`config.mk`:
```
export PLATFORM = sky130hd
export DESIGN_NAME = ddo_ram
export DESIGN_NICKNAME = d
export VERILOG_FILES = /design/src/rtl/ddo_ram.sv
export SDC_FILE = /design/constraint.sdc
export NUM_CORES = 1
export LEC_CHECK = 0
export BUFFER_PORTS_ARGS = -buffer_cell sky130_fd_sc_hd__buf_2
export CELL_PAD_IN_SITES_DETAIL_PLACEMENT = 1
export CELL_PAD_IN_SITES_GLOBAL_PLACEMENT = 1
export CORE_MARGIN = 2
export CORE_UTILIZATION = 45
export CTS_CLUSTER_DIAMETER = 100
export CTS_CLUSTER_SIZE = 24
export DETAILED_ROUTE_END_ITERATION = 10
export PLACE_DENSITY_LB_ADDON = 0.25
export SYNTH_ARGS = -nofsm -noshare
export SYNTH_HDL_FRONTEND = slang
export SYNTH_SLANG_ARGS = --single-unit
```
`constraint.sdc`:
```
create_clock -name clk -period 6.8 [get_ports clk]
set_input_delay 0.68 -clock clk [delete_from_list [all_inputs] [get_ports clk]]
set_output_delay 0.68 -clock clk [all_outputs]
set_load 0.03 [all_outputs]
```
`src/rtl/ddo_ram.sv`:
```
// Generic single-write, single-read RAM with registered read data.
module ddo_ram #(
	parameter int WIDTH = 64,
	parameter int DEPTH = 8,
	localparam int AW = (DEPTH > 1) ? $clog2(DEPTH) : 1
) (
	input  logic             clk,
	input  logic             wr_en,
	input  logic [AW-1:0]    wr_addr,
	input  logic [WIDTH-1:0] wr_data,
	input  logic [AW-1:0]    rd_addr,
	output logic [WIDTH-1:0] rd_data
);

	logic [WIDTH-1:0] mem [DEPTH];

	always_ff @(posedge clk) begin
		if (wr_en)
			mem[wr_addr] <= wr_data;
		rd_data <= mem[rd_addr];
	end

endmodule

```
==> results of run 1 <==
[worst register-to-register path, cell delays in order, from the launching register on]
cell and delay [ns]:
edfxtp_1 0.40, mux4_2 0.50, mux2_2 0.27
[worst paths after layout]
kind | start | slack (ns) | endpoint | cells after the start
worst max-delay path | rd_addr[0] | 4.30 | rd_data[28]$_DFF_P_ | 4
worst min-delay path | wr_data[57] | 0.37 | mem[0][57]$_DFFE_PP_ | 1
worst max register to register | mem[5][0]$_DFFE_PP_ | 5.52 | rd_data[0]$_DFF_P_ | 2
worst min register to register | mem[6][23]$_DFFE_PP_ | 0.68 | rd_data[23]$_DFF_P_ | 2
[state kept, by name, indices dropped and copies added, names as in the netlist]
| signal | count |
|---|---|
| rd_data | 64 |
| mem | 512 |
[final cells by class]
class                      instances  area (um^2)  share of cell area
clock buffer                      48          754              0.0332
multi-input combinational        205         3720               0.164
tap                              600          751              0.0331
sequential                       576        16700               0.734
antenna                            2         5.00            0.000221
timing repair buffer             151          813              0.0358
[metrics by stage]
step / instance area [um^2] / hold WS [ns] / util / setup WS [ns]
after CTS: 22700 / 0.337 / 0.502 / 4.24
after global placement: 21900 / 0.665 / 0.485 / 3.65
final: 22700 / 0.369 / 0.502 / 4.30
after detailed placement: 21900 / 0.671 / 0.485 / 3.63
after floorplan: 20500 / 0.657 / - / 1.02
after global routing: 22700 / 0.350 / 0.502 / 4.10
[cell usage after synthesis]
cell type,instances
mux4_2,128
edfxtp_1,512
buf_6,11
clkbuf_1,9
dfxtp_1,64
nand2b_1,3
nand2_1,2
buf_1,9
buf_2,3
mux2_2,64
nor2_1,6
nor3_1,2
buf_4,3
[power breakdown]
part / internal, mW / leakage [nW] / switching [mW]
registers: 3.99 / 5.19 / 0.0422
clock network: 0.757 / 0.358 / 1.02
logic: 0.177 / 1.71 / 0.265
[cell families (layout without fill, tap and decap cells)]
group | after synthesis | in the layout | synth area share
other cells | 0 | 2 | 0
simple gates | 13 | 13 | 0.00286
buf+inv | 35 | 199 | 0.0111
mux | 192 | 192 | 0.175
flops | 576 | 576 | 0.811
[metal layers]
metal | vias up | wire (um) | track usage
met5 | - | 51 | 0
met2 | 145 | 19300 | 0.279
li1 | 3707 | - | -
met3 | 43 | 1700 | 0.0247
met1 | 4637 | 17700 | 0.244
met4 | 8 | 614 | 0.0379
==> summary.md, run 1 <==
| Metric | Value |
|---|---|
| Share of the clock period used by the worst path after layout | 0.368 |
| Worst-path clk slew | roughly 0.090 ns |
| Largest area contributor in the netlist | edfxtp_1 |
| Number of global-route vias before repair | 9167 |
| Global route overflow | 0 |
| Power density relative to cell area | 275 nW/um^2 |
| Clk_lat worst skew | between 0.5 and 0.6 ns |
| Number of placed cells counting well taps | about 1500 |
| Final min period | ~2.5 ns |
| GR Util All Layers | 0.170 |
| Number of antenna violations at the first check in global routing | 6 |
| Final layout net count | roughly 1000 |
| Number of post-CTS setup repair buffers | 0 |
| Post-detailed-route wirelength per cell | 24.9 um |
| Max stage delay cell, worst path | buf_4 |
| Final Hold Violating Endpoints | 0 |
| Number of buffers added to fix hold violations after cts | 0 |
| Count of port buffers added during placement | approximately 140 |
| Placer's final routability congestion estimate | between 0.6 and 0.7 |
| Worst setup path category | primary input to flop |
| Actual transition at the worst max-transition pin | approximately 1.1 ns |
| Element type at the critical path end | flop |
| First-pass GRT wire length | 59.2 mm |
| Crit path launch type | primary input |
| Maximum level of the CTS H-tree | 1 |
| Status | finished clean |
| Library cell used as clock root buffer | clkbuf_16 |
| Post-synthesis cell count | between 800 and 900 |
| Max_slew headroom | 0.255 |
| Max Clk Rate | about 400 MHz |
| Data arrival time of the worst path | approximately 3 ns |
| CTS Buf Count | 27 |
| Total iterations of the first detailed-routing run | 5 |
| Number of failing setup endpoints in the final timing report | 0 |
| Main area contributors after synthesis | edfxtp_1 75%, mux4_2 14%, dfxtp_1 6.2% |
| Proportion of layout cells with a drive suffix above 1 | 0.386 |
| TritonCTS sink count | 576 |
| Total of cells resized after clock tree synthesis | 0 |
| CTS tree | done |
| Required time of the critical path | between 7 and 8 ns |
| Fill cell instance count of the final layout | between 3000 and 4000 |
| Largest incremental delay on the critical path | 0.76 ns |
| Filler-free cell count of the finished design | between 1500 and 2000 |
| Number of synthesized register bits | 576 |
| Family with the most delay on the worst path | buffers and inverters |
| Boundary Pins | 136 |
| Share of the yosys chip area belonging to registers | 0.811 |
| Horiz. Die Dim | between 200 and 250 um |
| Largest driver fanout on the critical path | between 50 and 60 |
| Starting Density | 0.455 |
| Number of rows created at floorplan | about 80 |
| Vias post-DR | between 8000 and 9000 |
| Die footprint | approximately 47000 um^2 |
| Number of DRC markers after the initial detailed-route iteration | ~700 |
| Post-Route Skew | approximately 0.0087 ns |
| Post-Syn Nets | 888 |
| Count of unique library cells instantiated by Yosys | 13 |
| Syn. warnings | 0 |
| Total wire length after detailed routing | 39.4 mm |
| Total chip power | between 6 and 7 mW |
| Cells along the critical path | clkbuf_8 > buf_4 > mux4_2 > mux2_2 |
| Total Neg Setup Slack | 0 ns |
| Pin count of the biggest net entering global routing | between 60 and 70 |
| Die span in y | ~220 um |
| Share of Yosys cell area claimed by the top area cell type | 0.748 |
| Summed instance area of the synthesized netlist | around 20000 um^2 |
| Unrepaired setup endpoints after global routing | false |
| Pleak | approximately 7.3 nW |
| DRT antenna net count | 0 |
| # DRC | 0 |
| Vias per cell | ~5.4 |
| Final Max Slew Viols | 0 |
| Area delta synth->final | 10.5% |
| Most frequent cells in the layout | 512 x edfxtp_1, 132 x buf_2, 128 x mux4_2 |
| Most common cell after layout, fill and taps aside | edfxtp_1 |
| Class of the tightest hold or removal check | primary input to flop |
| HPWL after detailed placement | 21.3 mm |
| Number of buffers and inverters on the critical path | 2 |
| Total of max-cap violations | 0 |
| Maximum buffer depth of the clock tree | 3 |
| Placeable core region | about 45000 um^2 |
| Maximum vdd drop | around 0.00016 V |
| Synth Area per Inst | 25.2 um^2 |
Note: power is estimated with default switching activity, not from simulation.
==> run 2: changes to the inputs <==
==> constraint.sdc (replaced) <==
create_clock -name clk -period 2.5 [get_ports clk]
set_input_delay 0.25 -clock clk [delete_from_list [all_inputs] [get_ports clk]]
set_output_delay 0.25 -clock clk [all_outputs]
set_load 0.03 [all_outputs]
==> run 2 against run 1 <==
Against the previous run: cell count up 4.7%; count of clock-buffer cells in the layout increased by 1; total power rose to 2.7 times the previous value; cell area up 4.2%; sequential power grew to 2.7 times the previous value; combinational power grew to 3.0 times the previous value; global-route usage rose by 0.21 points; non-clock buffer count grew 72; largest cell class unchanged; sequential cell count stayed put; register-to-register slack worse by 4.3 ns; core utilization up 2.1 points.
==> summary.md, run 2 (synthesized netlist as in run 1, its figures left out) <==
| Metric | Value |
|---|---|
| Status | finished clean |
| Max_slew headroom | 0.618 (+0.363) |
| WHS Path Cells | 3 (+2) |
| Family with the most delay on the worst path | flip-flops |
| Die footprint | 47400 um^2 (unchanged) |
| CTS Buf Count | 27 (unchanged) |
| Area delta synth->final | 15.1% |
| Starting Density | 0.455 (unchanged) |
| DRT antenna net count | 0 (unchanged) |
| Maximum level of the CTS H-tree | 1 (unchanged) |
| Unrepaired setup endpoints after global routing | false |
| Worst path setup slack after routing | 1.04 ns (-3.26 ns) |
| Final layout net count | 1105 (+7.0%) |
| TritonCTS sink count | 576 (unchanged) |
| Vias post-DR | 8746 (+2.4%) |
| Number of rows created at floorplan | 78 (unchanged) |
| Proportion of layout cells with a drive suffix above 1 | 0.367 (-0.0191) |
| # DRC | 0 (unchanged) |
| Flip-flop count of the largest register, all copies and words added | 512 (unchanged) |
| Share of the clock period used by the worst path after layout | 0.584 |
| Largest incremental delay on the critical path | 0.40 ns (-0.36 ns) |
| Data arrival time of the worst path | 1.21 ns (-1.76 ns) |
| First-pass GRT wire length | 60.6 mm (+2.3%) |
| Total of cells resized after clock tree synthesis | 0 (unchanged) |
| Post-detailed-placement cell area | 22200 um^2 (+1.4%) |
| Clk_lat worst skew | 0.58 ns (about the same) |
| Max stage delay cell, worst path | dfxtp_1 |
| Total chip power | 17.2 mW (+170%) |
| Placer's final routability congestion estimate | 0.663 (-4.4%) |
| Most common cell after layout, fill and taps aside | edfxtp_1 |
| Number of failing setup endpoints in the final timing report | 0 (unchanged) |
| Final min period | around 1.5 ns |
| Cells along the critical path | buf_2 |
| Required time of the critical path | 2.25 ns (-5.02 ns) |
| Vias per cell | 5.28 (-2.2%) |
| Final Max Slew Viols | 0 (unchanged) |
| Routed metal-1 wire length | 17.9 mm (+0.75%) |
| Pleak | 7.64 nW (+5.2%) |
| Number of DRC markers after the initial detailed-route iteration | 728 (+1.8%) |
| Total wire length after detailed routing | 40.3 mm (+2.3%) |
| GR Util All Layers | 0.172 (+0.00208) |
| Maximum buffer depth of the clock tree | 3 (unchanged) |
| Die span in y | 218 um (unchanged) |
| WL met2 | 20.2 mm (+5.0%) |
| Total iterations of the first detailed-routing run | 4 (-1) |
| Boundary Pins | 136 (unchanged) |
| Final instance area | 23700 um^2 (+4.2%) |
| Max Clk Rate | roughly 690 MHz |
| Worst-path clk slew | 0.09 ns (about the same) |
| Final Hold Violating Endpoints | 0 (unchanged) |
| Worst setup path category | flop to primary output |
| Power density relative to cell area | 726 nW/um^2 (+160%) |
| Placeable core region | 45200 um^2 (unchanged) |
| Crit path launch type | flop |
| Post-detailed-route wirelength per cell | 24.3 um (-2.3%) |
| Number of global-route vias before repair | 9635 (+5.1%) |
| Horiz. Die Dim | 218 um (unchanged) |
| Class of the tightest hold or removal check | primary input to flop |
| Crit path depth | 1 (-3) |
| Largest driver fanout on the critical path | 1 (-98%) |
| Post-Route Skew | 0.00813 ns (-0.000541 ns) |
| Count of port buffers added during placement | 135 (unchanged) |
| HPWL after detailed placement | 21.3 mm (about the same) |
| Most frequent cells in the layout | 512 x edfxtp_1, 132 x buf_2, 128 x mux4_2 |
| Global route overflow | 0 (unchanged) |
| Total of max-cap violations | 0 (unchanged) |
| Number of buffers and inverters on the critical path | 1 (-1) |
| Topmost layer with routed signal wires | met5 |
| Library cell used as clock root buffer | clkbuf_16 |
| Cell depth of the worst flop-to-flop path | 2 (unchanged) |
| Pin count of the biggest net entering global routing | 65 (-1.5%) |
| CTS tree | done |
| Element type at the critical path end | primary output |
| Actual transition at the worst max-transition pin | 0.571 ns (-0.540 ns) |
| Maximum vdd drop | 0.000489 V (+210%) |
| Detail Route met3 WL | 1.38 mm (-18%) |
| Largest registers | mem (512), rd_data (64) |
| Biggest register | mem |
| Number of antenna violations at the first check in global routing | 4 (-2) |
| Post-Place Worst Slack | 0.649 ns (-2.98 ns) |
-- run 2: cell count changes in the layout (fill, tap and decap cells not counted), sizes merged --
cell,previous run,this run
buf,150,158
clkbuf,49,50
diode,2,3
dlygate4sd3,0,64
-- run 2: cell type report --
type                       instances  area [um^2]
antenna                            3         7.51
tap                              600          751
clock buffer                      49          758
sequential                       576        16700
timing repair buffer             223         1750
multi-input combinational        205         3730
fill                            3920        21500
-- run 2: power by group --
group          switching (mW)  internal [mW]
registers               0.114           10.9
logic                   0.752          0.583
clock network            2.79           2.06
total                    3.66           13.5
-- run 2: what timing repair did --
action                                 CTS  global route
buffers inserted                         0             0
hold buffers                            64             0
endpoints found under the hold margin  512             0
-- run 2: metrics by stage --
stage / TNS, ns / hold WS [ns] / utilization / std cells
floorplan: -28.63 / 0.349 / - / 816
global placement: 0 / 0.516 / 0.492 / 1540
detailed placement: 0 / 0.523 / 0.492 / 1540
CTS: 0 / 0.288 / 0.523 / 1653
global route: 0 / 0.305 / 0.523 / 1655
finish: 0 / 0.315 / 0.523 / 1656
-- run 2: routing by layer --
layer / vias up / GRT usage
li1: 3864 / -
met1: 4700 / 0.239
met2: 137 / 0.293
met3: 43 / 0.0199
met4: 2 / 0.0409
met5: - / 0
-- run 2: final timing paths --
path,from,to,slack (ns)
hold / removal,rd_addr[2],rd_data[18]$_DFF_P_,0.32
hold reg to reg,mem[0][18]$_DFFE_PP_,rd_data[18]$_DFF_P_,0.69
setup reg to reg,mem[7][23]$_DFFE_PP_,rd_data[23]$_DFF_P_,1.23
setup / recovery,rd_data[43]$_DFF_P_,rd_data[43],1.04
-- run 2: worst reg2reg max path, stage by stage (launching register included) --
cell	delay, ns
edfxtp_1	0.38
mux4_2	0.49
mux2_2	0.29
